==> src/rtl/nhor_pkg.sv <==
package nhor_pkg;

	typedef logic [2:0] cfg_index_t;

	localparam cfg_index_t CFG_CENTER_X     = 3'd0;
	localparam cfg_index_t CFG_CENTER_Y     = 3'd1;
	localparam cfg_index_t CFG_CENTER_Z     = 3'd2;
	localparam cfg_index_t CFG_INNER_RADIUS = 3'd3;
	localparam cfg_index_t CFG_VIEW_MODE    = 3'd4;

	typedef logic [1:0] view_t;

	localparam view_t VIEW_X  = 2'd0;
	localparam view_t VIEW_Y  = 2'd1;
	localparam view_t VIEW_3D = 2'd2;

endpackage

==> src/rtl/nhor_hit_if.sv <==
interface nhor_hit_if #(
	parameter int COORD_BITS = 20,
	parameter int ID_BITS    = 16
);
	logic                         valid;
	logic                         ready;
	logic signed [COORD_BITS-1:0] hit_x;
	logic signed [COORD_BITS-1:0] hit_y;
	logic signed [COORD_BITS-1:0] hit_z;
	logic        [ID_BITS-1:0]    hit_id;
	logic                         hit_valid;
	logic                         last;

	modport source (
		output valid, hit_x, hit_y, hit_z, hit_id, hit_valid, last,
		input  ready
	);

	modport sink (
		input  valid, hit_x, hit_y, hit_z, hit_id, hit_valid, last,
		output ready
	);
endinterface

==> src/rtl/nhor_near_if.sv <==
interface nhor_near_if #(
	parameter int COORD_BITS = 20,
	parameter int ID_BITS    = 16
);
	logic                         valid;
	logic                         ready;
	logic signed [COORD_BITS-1:0] near_x;
	logic signed [COORD_BITS-1:0] near_y;
	logic signed [COORD_BITS-1:0] near_z;
	logic signed [ID_BITS:0]      near_id;
	logic                         found;

	modport source (
		output valid, near_x, near_y, near_z, near_id, found,
		input  ready
	);

	modport sink (
		input  valid, near_x, near_y, near_z, near_id, found,
		output ready
	);
endinterface

==> src/rtl/nhor_cfg.sv <==
module nhor_cfg #(
	parameter int COORD_BITS = 20
) (
	input  logic                         clk,
	input  logic                         arst_n,
	input  logic                         we,
	input  nhor_pkg::cfg_index_t         index,
	input  logic [COORD_BITS-1:0]        data,
	output logic signed [COORD_BITS-1:0] center_x,
	output logic signed [COORD_BITS-1:0] center_y,
	output logic signed [COORD_BITS-1:0] center_z,
	output logic [2*COORD_BITS-1:0]      radius_sq,
	output nhor_pkg::view_t              view
);
	import nhor_pkg::*;

	logic signed [COORD_BITS-1:0] center_x_q;
	logic signed [COORD_BITS-1:0] center_y_q;
	logic signed [COORD_BITS-1:0] center_z_q;
	logic [COORD_BITS-1:0]        radius_q;
	logic [2*COORD_BITS-1:0]      radius_sq_q;
	view_t                        view_q;

	always_ff @(posedge clk or negedge arst_n) begin
		if (!arst_n) begin
			center_x_q  <= '0;
			center_y_q  <= '0;
			center_z_q  <= '0;
			radius_q    <= '0;
			radius_sq_q <= '0;
			view_q      <= VIEW_3D;
		end else begin
			// The squared radius is registered from the radius register and follows it in the next cycle.
			radius_sq_q <= (2*COORD_BITS)'(radius_q) * (2*COORD_BITS)'(radius_q);
			if (we) begin
				unique case (index)
					CFG_CENTER_X:     center_x_q <= data;
					CFG_CENTER_Y:     center_y_q <= data;
					CFG_CENTER_Z:     center_z_q <= data;
					CFG_INNER_RADIUS: radius_q   <= data;
					CFG_VIEW_MODE:    view_q     <= data[1:0];
					default: ;
				endcase
			end
		end
	end

	assign center_x  = center_x_q;
	assign center_y  = center_y_q;
	assign center_z  = center_z_q;
	assign radius_sq = radius_sq_q;
	assign view      = view_q;

endmodule

==> src/rtl/nearest_hit_outside_radius.sv <==
// Keeps, over the hits of one plane, the hit nearest to the configured centre whose squared
// distance (in the X or Y view, along that axis alone) is strictly greater than the squared
// inner radius, and on the item marked last delivers that hit (or id -1, zero position and
// found low if none qualified), then starts afresh. One item is accepted every clock cycle
// unless output back-pressure stalls the pipeline; an item passes absolute-difference,
// squaring and distance registers before the running-best compare and output register.
// The three squarers, each COORD_BITS by COORD_BITS, set the cycle time. The pipeline keeps
// taking items while a result waits, until a last item stalls in the distance register.
// The user must write configuration only while idle; the block does not enforce this.
module nearest_hit_outside_radius #(
	parameter int COORD_BITS = 20,
	parameter int ID_BITS    = 16
) (
	input  logic                     clk,
	input  logic                     arst_n,
	nhor_hit_if.sink                 hit,
	nhor_near_if.source              near,
	input  logic                     cfg_we,
	input  nhor_pkg::cfg_index_t     cfg_index,
	input  logic [COORD_BITS-1:0]    cfg_data
);
	import nhor_pkg::*;

	localparam int SQ_BITS   = 2 * COORD_BITS;
	localparam int DIST_BITS = SQ_BITS + 2;

	function automatic logic [COORD_BITS-1:0] abs_diff(
		input logic signed [COORD_BITS-1:0] a,
		input logic signed [COORD_BITS-1:0] b
	);
		logic signed [COORD_BITS:0] d;
		logic [COORD_BITS:0]        m;
		d = $signed({a[COORD_BITS-1], a}) - $signed({b[COORD_BITS-1], b});
		m = d[COORD_BITS] ? -d : d;
		return m[COORD_BITS-1:0];
	endfunction

	logic signed [COORD_BITS-1:0] center_x;
	logic signed [COORD_BITS-1:0] center_y;
	logic signed [COORD_BITS-1:0] center_z;
	logic [SQ_BITS-1:0]           radius_sq;
	view_t                        view;

	nhor_cfg #(
		.COORD_BITS (COORD_BITS)
	) u_cfg (
		.clk       (clk),
		.arst_n    (arst_n),
		.we        (cfg_we),
		.index     (cfg_index),
		.data      (cfg_data),
		.center_x  (center_x),
		.center_y  (center_y),
		.center_z  (center_z),
		.radius_sq (radius_sq),
		.view      (view)
	);

	// Stage 1: absolute differences.
	logic                         valid_s1;
	logic [COORD_BITS-1:0]        adx_s1, ady_s1, adz_s1;
	logic signed [COORD_BITS-1:0] x_s1, y_s1, z_s1;
	logic [ID_BITS-1:0]           id_s1;
	logic                         hv_s1, last_s1;

	// Stage 2: squares.
	logic                         valid_s2;
	logic [SQ_BITS-1:0]           sqx_s2, sqy_s2, sqz_s2;
	logic signed [COORD_BITS-1:0] x_s2, y_s2, z_s2;
	logic [ID_BITS-1:0]           id_s2;
	logic                         hv_s2, last_s2;

	// Stage 3: squared distance.
	logic                         valid_s3;
	logic [DIST_BITS-1:0]         dist_s3;
	logic signed [COORD_BITS-1:0] x_s3, y_s3, z_s3;
	logic [ID_BITS-1:0]           id_s3;
	logic                         hv_s3, last_s3;

	// Running best.
	logic                         have_best_q;
	logic [DIST_BITS-1:0]         best_dist_q;
	logic signed [COORD_BITS-1:0] best_x_q, best_y_q, best_z_q;
	logic [ID_BITS-1:0]           best_id_q;

	// Output register.
	logic                         out_valid_q;
	logic signed [COORD_BITS-1:0] near_x_q, near_y_q, near_z_q;
	logic signed [ID_BITS:0]      near_id_q;
	logic                         found_q;

	logic                 out_free, ret_s3, adv_s2, adv_s1, load_s2, load_s3, accept;
	logic [DIST_BITS-1:0] dist_w;
	logic                 outside, closer, take, new_have;

	assign out_free = !out_valid_q || near.ready;
	assign ret_s3   = valid_s3 && (!last_s3 || out_free);
	assign load_s3  = !valid_s3 || ret_s3;
	assign adv_s2   = valid_s2 && load_s3;
	assign load_s2  = !valid_s2 || adv_s2;
	assign adv_s1   = valid_s1 && load_s2;
	assign hit.ready = !valid_s1 || adv_s1;
	assign accept   = hit.valid && hit.ready;

	always_comb begin
		case (view)
			VIEW_X:  dist_w = DIST_BITS'(sqx_s2);
			VIEW_Y:  dist_w = DIST_BITS'(sqy_s2);
			default: dist_w = DIST_BITS'(sqx_s2) + DIST_BITS'(sqy_s2) + DIST_BITS'(sqz_s2);
		endcase
	end

	assign outside  = dist_s3 > DIST_BITS'(radius_sq);
	assign closer   = !have_best_q || (dist_s3 < best_dist_q);
	assign take     = hv_s3 && outside && closer;
	assign new_have = have_best_q || take;

	always_ff @(posedge clk or negedge arst_n) begin
		if (!arst_n) begin
			valid_s1    <= 1'b0;
			valid_s2    <= 1'b0;
			valid_s3    <= 1'b0;
			have_best_q <= 1'b0;
			out_valid_q <= 1'b0;
		end else begin
			if (hit.ready) begin
				valid_s1 <= hit.valid;
			end
			if (load_s2) begin
				valid_s2 <= adv_s1;
			end
			if (load_s3) begin
				valid_s3 <= adv_s2;
			end
			if (ret_s3) begin
				if (last_s3) begin
					have_best_q <= 1'b0;
				end else if (take) begin
					have_best_q <= 1'b1;
				end
			end
			if (out_free) begin
				out_valid_q <= ret_s3 && last_s3;
			end
		end
	end

	always_ff @(posedge clk) begin
		if (accept) begin
			adx_s1  <= abs_diff(hit.hit_x, center_x);
			ady_s1  <= abs_diff(hit.hit_y, center_y);
			adz_s1  <= abs_diff(hit.hit_z, center_z);
			x_s1    <= hit.hit_x;
			y_s1    <= hit.hit_y;
			z_s1    <= hit.hit_z;
			id_s1   <= hit.hit_id;
			hv_s1   <= hit.hit_valid;
			last_s1 <= hit.last;
		end
		if (adv_s1) begin
			sqx_s2  <= SQ_BITS'(adx_s1) * SQ_BITS'(adx_s1);
			sqy_s2  <= SQ_BITS'(ady_s1) * SQ_BITS'(ady_s1);
			sqz_s2  <= SQ_BITS'(adz_s1) * SQ_BITS'(adz_s1);
			x_s2    <= x_s1;
			y_s2    <= y_s1;
			z_s2    <= z_s1;
			id_s2   <= id_s1;
			hv_s2   <= hv_s1;
			last_s2 <= last_s1;
		end
		if (adv_s2) begin
			dist_s3 <= dist_w;
			x_s3    <= x_s2;
			y_s3    <= y_s2;
			z_s3    <= z_s2;
			id_s3   <= id_s2;
			hv_s3   <= hv_s2;
			last_s3 <= last_s2;
		end
		if (ret_s3 && !last_s3 && take) begin
			best_dist_q <= dist_s3;
			best_x_q    <= x_s3;
			best_y_q    <= y_s3;
			best_z_q    <= z_s3;
			best_id_q   <= id_s3;
		end
		if (ret_s3 && last_s3) begin
			found_q <= new_have;
			if (take) begin
				near_x_q  <= x_s3;
				near_y_q  <= y_s3;
				near_z_q  <= z_s3;
				near_id_q <= $signed({1'b0, id_s3});
			end else if (have_best_q) begin
				near_x_q  <= best_x_q;
				near_y_q  <= best_y_q;
				near_z_q  <= best_z_q;
				near_id_q <= $signed({1'b0, best_id_q});
			end else begin
				near_x_q  <= '0;
				near_y_q  <= '0;
				near_z_q  <= '0;
				near_id_q <= '1;
			end
		end
	end

	assign near.valid   = out_valid_q;
	assign near.near_x  = near_x_q;
	assign near.near_y  = near_y_q;
	assign near.near_z  = near_z_q;
	assign near.near_id = near_id_q;
	assign near.found   = found_q;

endmodule
==> src/flat_wrapper.sv <==
// flat-port wrapper written by rule: the top's interface ports become plain ports
module nearest_hit_outside_radius_flat import nhor_pkg::*;
#(
	parameter int COORD_BITS = 20,
	parameter int ID_BITS    = 16
)
  (clk, arst_n, cfg_we, cfg_index, cfg_data, hit_valid, hit_hit_x, hit_hit_y, hit_hit_z, hit_hit_id, hit_hit_valid, hit_last, hit_ready, near_valid, near_near_x, near_near_y, near_near_z, near_near_id, near_found, near_ready);
  nhor_hit_if #(.COORD_BITS(COORD_BITS), .ID_BITS(ID_BITS)) hit_i ();
  nhor_near_if #(.COORD_BITS(COORD_BITS), .ID_BITS(ID_BITS)) near_i ();
  input  logic clk;
  input  logic arst_n;
  input  logic cfg_we;
  input  nhor_pkg::cfg_index_t cfg_index;
  input  logic [COORD_BITS-1:0] cfg_data;
  input wire logic [$bits(hit_i.valid)-1:0] hit_valid;
  input wire logic [$bits(hit_i.hit_x)-1:0] hit_hit_x;
  input wire logic [$bits(hit_i.hit_y)-1:0] hit_hit_y;
  input wire logic [$bits(hit_i.hit_z)-1:0] hit_hit_z;
  input wire logic [$bits(hit_i.hit_id)-1:0] hit_hit_id;
  input wire logic [$bits(hit_i.hit_valid)-1:0] hit_hit_valid;
  input wire logic [$bits(hit_i.last)-1:0] hit_last;
  output wire logic [$bits(hit_i.ready)-1:0] hit_ready;
  output wire logic [$bits(near_i.valid)-1:0] near_valid;
  output wire logic [$bits(near_i.near_x)-1:0] near_near_x;
  output wire logic [$bits(near_i.near_y)-1:0] near_near_y;
  output wire logic [$bits(near_i.near_z)-1:0] near_near_z;
  output wire logic [$bits(near_i.near_id)-1:0] near_near_id;
  output wire logic [$bits(near_i.found)-1:0] near_found;
  input wire logic [$bits(near_i.ready)-1:0] near_ready;
  assign hit_i.valid = hit_valid;
  assign hit_i.hit_x = hit_hit_x;
  assign hit_i.hit_y = hit_hit_y;
  assign hit_i.hit_z = hit_hit_z;
  assign hit_i.hit_id = hit_hit_id;
  assign hit_i.hit_valid = hit_hit_valid;
  assign hit_i.last = hit_last;
  assign hit_ready = hit_i.ready;
  assign near_valid = near_i.valid;
  assign near_near_x = near_i.near_x;
  assign near_near_y = near_i.near_y;
  assign near_near_z = near_i.near_z;
  assign near_near_id = near_i.near_id;
  assign near_found = near_i.found;
  assign near_i.ready = near_ready;
  nearest_hit_outside_radius #(.COORD_BITS(COORD_BITS), .ID_BITS(ID_BITS)) u_core (.clk(clk), .arst_n(arst_n), .hit(hit_i), .near(near_i), .cfg_we(cfg_we), .cfg_index(cfg_index), .cfg_data(cfg_data));
endmodule
==> config.mk <==
export PLATFORM = sky130hd
export DESIGN_NAME = nearest_hit_outside_radius_flat
export DESIGN_NICKNAME = d
export VERILOG_FILES = /design/src/rtl/nhor_pkg.sv /design/src/rtl/nhor_hit_if.sv /design/src/rtl/nhor_near_if.sv /design/src/rtl/nhor_cfg.sv /design/src/rtl/nearest_hit_outside_radius.sv /design/src/flat_wrapper.sv
export SDC_FILE = /design/constraint.sdc
export NUM_CORES = 2
export LEC_CHECK = 0
export ABC_AREA = 1
export BUFFER_PORTS_ARGS = -buffer_cell sky130_fd_sc_hd__buf_4
export CAP_MARGIN = 20
export CORE_MARGIN = 3
export CORE_UTILIZATION = 30
export CTS_CLUSTER_SIZE = 8
export DETAILED_ROUTE_END_ITERATION = 8
export GPL_TIMING_DRIVEN = 1
export PLACE_DENSITY = 0.47
export SLEW_MARGIN = 20
export SYNTH_ARGS = -nofsm -noshare
export SYNTH_HDL_FRONTEND = slang
export SYNTH_HIERARCHICAL = 1
export SYNTH_SLANG_ARGS = --single-unit
==> constraint.sdc <==
create_clock -name clk -period 30.5 [get_ports clk]
set_input_delay 6.1 -clock clk [delete_from_list [all_inputs] [get_ports clk]]
set_output_delay 6.1 -clock clk [all_outputs]
set_load 0.005 [all_outputs]
After elaboration in Yosys (flattened, before gate mapping)
Cells that the tools add are included.
Cells by class
  muxes and demuxes: 14
  multiply operators: 4
  shifts and indexed selects: 0
  reductions and logical operators: 31
  $add $sub $neg: 8
  magnitude comparators: 2
  equality and inequality tests: 5
  div/mod/pow operators: 0
  bitwise logic cells: 0
Operators with widths (count)
  $mux 20: 9
  $mul 20x20->40: 4
  $pmux 42 s2: 1
  $sub 20x20->21: 3
  $neg 20->20: 3
  $add 42x40->42: 1
  $gt 42x40->1: 1
  $lt 42x42->1: 1
  $add 40x40->41: 1
  $mux 17: 1
  $mux 16: 1
  $reduce_and 2->1: 6
  $logic_and 1x1->1: 9
  $logic_or 1x1->1: 7
  $eq 3x2->1 const B: 2
  $logic_not 1->1: 6
  $eq 3x1->1 const B: 1
  $eq 3x3->1 const B: 1
  $logic_not 3->1: 1
  $eq 2x1->1 const B: 1
  $logic_not 2->1: 1
  $mux 1: 2
  $reduce_bool 2->1: 1
Storage, ports and cells
  memory bits (read-only): 0
  word-level logic and storage cells: 111
  input bits: 106
  memory bits (writable): 0
  latch bits: 0
  flip-flop bits (word level): 779
  memories: 0
  output and inout port bits: 80

Depth between registers and ports, before layout
  depth in word-level cells: 10
  gate-level depth with buffers: 30
  gate-level depth less buffers: 28

Cells and area by module
The synthesis kept the hierarchy.
By module, submodules not included
  nearest_hit_outside_radius: seq. area each 19613.8 um2, area an instance 68588.3 um2, cells each 7538, times used 1
  nhor_cfg: seq. area each 3029.2 um2, area an instance 16333.2 um2, cells each 1964, times used 1

Worst setup path before layout
No wires, ideal clock.
  path type: input -> register
  start: input near_ready
  end: register u_core.hv_s2, enable pin
  cell stages on the path: 6
  required time: 29.742 ns
  buffers on the path: 0
  library setup time: 0.758 ns
  data arrival time: 14.531 ns
  path slack: 15.211 ns
  path through: inv_1 -> nand3_1 -> nor2_1 -> inv_1 -> nor2_1 -> nor2_1
Between the ends
  word-level cells in the longest chain between the ends: 7
Ends and longest elaborated chain
  start, declared: RTL line flat_wrapper.sv:29  | input wire logic [$bits(near_i.ready)-1:0] near_ready;
  $logic_or 1x1->1: RTL line nearest_hit_outside_radius.sv:96  | assign out_free = !out_valid_q || near.ready;
  $logic_or 1x1->1: RTL line nearest_hit_outside_radius.sv:97  | assign ret_s3 = valid_s3 && (!last_s3 || out_free);
  $logic_and 1x1->1: RTL line nearest_hit_outside_radius.sv:97
  $logic_or 1x1->1: RTL line nearest_hit_outside_radius.sv:98  | assign load_s3 = !valid_s3 || ret_s3;
  $logic_and 1x1->1: RTL line nearest_hit_outside_radius.sv:99  | assign adv_s2 = valid_s2 && load_s3;
  $logic_or 1x1->1: RTL line nearest_hit_outside_radius.sv:100  | assign load_s2 = !valid_s2 || adv_s2;
  $logic_and 1x1->1: RTL line nearest_hit_outside_radius.sv:101  | assign adv_s1 = valid_s1 && load_s2;
  via u_core.adv_s1: RTL line nearest_hit_outside_radius.sv:92  | logic out_free, ret_s3, adv_s2, adv_s1, load_s2, load_s3, accept;
  end signal, assigned: RTL line nearest_hit_outside_radius.sv:168  | hv_s2 <= hv_s1;
  end, declared: RTL line nearest_hit_outside_radius.sv:71  | logic hv_s2, last_s2;
The timed path passes the listed nets, and every way through them passes these cells.
A chain may end at the register's enable or synchronous reset.

Final worst setup path
  start: input near_ready
  end: output hit_ready
Between the ends
  word-level cells in the longest chain between the ends: 8
Ends and longest elaborated chain
  $logic_or 1x1->1: RTL line nearest_hit_outside_radius.sv:96
  $logic_or 1x1->1: RTL line nearest_hit_outside_radius.sv:97
  $logic_and 1x1->1: RTL line nearest_hit_outside_radius.sv:97
  $logic_or 1x1->1: RTL line nearest_hit_outside_radius.sv:98
  $logic_and 1x1->1: RTL line nearest_hit_outside_radius.sv:99
  $logic_or 1x1->1: RTL line nearest_hit_outside_radius.sv:100
  $logic_and 1x1->1: RTL line nearest_hit_outside_radius.sv:101
  $logic_or 1x1->1: RTL line nearest_hit_outside_radius.sv:102  | assign hit.ready = !valid_s1 || adv_s1;
  end, declared: RTL line flat_wrapper.sv:22  | output wire logic [$bits(hit_i.ready)-1:0] hit_ready;
Every way passes these cells.

==> flow_summary.yaml <==
outcome:
  status: "complete, no violations"
floorplan:
  dieArea_um2: 289000
  die_h_um: 538
  io_pins: 186
  start_util: 0.303
  coreArea_um2: 281000
  die_w_um: 538
  rows: 194
timing:
  finalMaxSlewViolations: 0
  relSlewSlack: 0.218
  hold_violations: 0
  fmax_ghz: 0.0739
  rsz0062_at_grt: "no"
  timing.final.crit_share: 0.444
  setup_tns_ns: 0
  worst_pin_slew_ns: 1.17
  fin_skew_ns: 0.0846
  layout_min_cycle_time_ns: 13.53
  finalSetupViolCount: 0
yosys:
  yosysUniqueCellTypes: 55
  synth_cells: 9502
  ys_seq_elements: 775
  synth_edf_count: 649
  synthFlopType: "edfxtp_1"
  synth_seq_area_share: 0.267
  yosys_warnings: 6
  synth_area_um2: 84900
  async_flop_share: 0.163
  postSynthAreaPerCell_um2: 8.94
detailed_routing:
  drtAntennaViolNets: 0
  drt_pass1_iterations: 5
  drc: 0
  num_vias: 61102
  initialDrtViolationCount: 3657
  wire_per_inst_um: 17.6
  wl_um: 238000
  via_per_inst: 4.53
global_routing:
  antenna_found_initial: 16
  use_met2: 0.288
  gr-usage-met1: 0.228
  grt_max_degree: 119
  track_usage: 0.167
  grt_overflow: 0
  grt_pass1_wl_um: 377000
  grt_pass1_vias: 65300
  top_usage_layer: "met2"
  grt_use_met3: 0.0162
cts:
  cts.sinks: 775
  clockBufferDepth: 3
  cts_tree: "built"
  clockRootBuffer: "clkbuf_16"
  hold_buffers: 0
  cts.repair.resized: 0
  htree_levels: 3
  cts_buffers: 109
  clk_latency_ns: 0.76
  path_clk_slew_ns: 0.05
  post_cts_buffers: 0
layout:
  nets: 11703
  area_growth_pct: 10.8
  drive_gt1_frac: 0.0520
  design_area_um2: 94100
setup_path:
  crit_arrival_ns: 7.43
  crit_buf_inv: 6
  slowest_stage: "nor2_1"
  path_class: "in -> out"
  crit_fanout: 3
  critPathLaunchType: "input port"
  crit_path_frequent_cell: "inv_1"
  cp_cell_sequence: "buf_4, inv_1, nand3_1, nor2_1, inv_1, nor2_1, inv_1, nor2_1, inv_1, buf_4"
  slowest_delay_ns: 0.25
  critPathTopFamily: "simple AND/OR/NAND/NOR gates"
  crit_path_end_kind: "output pin"
  cp_data_required_time_ns: 24.40
place:
  finalWeightedCongestion: 0.897
  placed_cell_area_um2: 90700
  dp_hpwl_um: 193000
  portBuffers: 185
hold_path:
  hp-class: "reg -> reg"
run:
  maxCapViolCount: 0
[path summary, 6_finish.rpt]
check,start,endpoint,slack (ns),depth (start not counted)
worst min register to register,u_core/id_s1[1],u_core/id_s2[1],0.38,0
max in group asynchronous,arst_n,u_core/u_cfg/radius_sq[26],23.70,2
min in group asynchronous,arst_n,u_core/valid_s1,5.39,1
worst min-delay path,u_core/id_s1[1],u_core/id_s2[1],0.38,0
worst max-delay path,near_ready,hit_ready,16.97,10
worst max register to register,u_core/ady_s1[6],u_core/sqy_s2[34],23.06,21
[through the flow]
stage | util | worst slack (ns) | std cells | hold WS, ns
floorplan | - | 15.21 | 9504 | 0.390
global placement | 0.323 | 16.86 | 13257 | 0.401
detailed placement | 0.323 | 16.96 | 13257 | 0.405
CTS | 0.335 | 16.96 | 13463 | 0.371
global route | 0.335 | 16.84 | 13476 | 0.398
finish | 0.335 | 16.97 | 13481 | 0.378
[state kept, by name (all words and copies together), names as in the netlist, 39 cells and up]
| register | count |
|---|---|
| u_core/sqx_s2 | 39 |
| u_core/sqy_s2 | 39 |
| u_core/sqz_s2 | 39 |
| u_core/u_cfg/radius_sq | 39 |
| u_core/best_dist_q | 42 |
| u_core/dist_s3 | 42 |
[worst reg2reg max path: stages (launching register included)]
cell and delay [ns]:
edfxtp_1 1.12, nand2_1 0.34, fa_1 0.60, fa_1 0.63, fa_1 0.47, fa_1 0.55
inv_1 0.05, fa_1 0.47, fa_1 0.50, inv_1 0.05, fa_1 0.50, inv_1 0.05
ha_1 0.33, a21oi_1 0.24, o21ai_0 0.15, a21oi_1 0.14, o21ai_0 0.15, a21oi_1 0.31
o21ai_0 0.20, nand2_1 0.11, nand2_1 0.08, xor2_1 0.16
[layout by cell type (no fill, tap or decap), types with 21 or more instances in the layout]
master,synthesis,final
a21oi_1,337,337
a31oi_1,44,44
buf_4,7,256
clkbuf_1,163,83
clkbuf_16,0,109
dfrtp_1,125,123
edfxtp_1,649,649
fa_1,1159,1159
ha_1,789,789
inv_1,2375,2373
nand2_1,2196,2194
nand2_2,29,29
nand3_1,328,328
nand3b_1,21,21
nand4_1,47,47
nor2_1,397,393
nor3_1,43,43
o21ai_0,241,241
o21bai_1,44,44
or2_2,34,34
xnor2_1,87,87
xor2_1,166,166
[kinds of logic after synthesis]
logic type,count (synthesis),share of synthesized area
AND/OR/NAND/NOR,3145,0.151
buffers and inverters,2610,0.116
adder cells (fa/ha/maj),1948,0.389
flip-flops,775,0.267
AO/OA/AOI/OAI,765,0.0500
XOR/XNOR,257,0.0269
other,2,0.0000884
[layer usage]
metal,routed length [um],share of wire,up-vias
met5,0,0,-
li1,-,-,29334
met1,108000,0.46,30457
met3,9650,0.041,217
met4,3950,0.017,0
met2,116000,0.49,1094
[cell usage after synthesis (2+ instances only)]
library cell,count,share of area
xnor2_1,87,0.0090
o21ai_0,241,0.014
a21oi_1,337,0.020
buf_2,11,0.00065
xor2_1,166,0.017
nand3_1,328,0.019
a31oi_1,44,0.0032
inv_1,2375,0.10
o21ai_1,10,0.00059
nand2_2,29,0.0021
conb_1,2,0.000088
o21a_1,12,0.0011
clkbuf_1,163,0.0072
nand2_1,2196,0.097
o31ai_1,5,0.00044
nor2_1,397,0.018
ha_1,789,0.12
nor2_2,13,0.00096
inv_2,5,0.00022
o21ai_2,6,0.00062
o221ai_1,8,0.00083
nand3_2,11,0.0013
fa_1,1159,0.27
buf_6,3,0.00040
nand4_1,47,0.0035
o211ai_1,13,0.0011
and2_1,4,0.00029
and3_1,5,0.00037
nor4_1,12,0.00088
a21oi_2,3,0.00031
dfrtp_1,125,0.037
a21o_1,20,0.0018
nand3b_1,21,0.0019
buf_1,46,0.0020
o2111ai_1,4,0.00041
nor3_1,43,0.0025
a221oi_1,2,0.00021
a211oi_1,5,0.00044
buf_4,7,0.00062
or2_2,34,0.0025
o21bai_1,44,0.0039
edfxtp_1,649,0.23
xnor2_2,3,0.00057
a21boi_0,7,0.00062
[cell type report]
cell class | instances | area (um^2)
repair buffers | 264 | 2040
clock buffers | 197 | 3110
diodes | 13 | 32.5
flip-flops and latches | 775 | 22600
clock inverters | 9 | 186
inverters | 2380 | 8940
fillers | 29166 | 187000
well taps | 3724 | 4660
multi-input cells | 6119 | 52500
Power is not shown: default switching activity piles up to over one toggle a cycle in this logic, so the estimate is an artifact.
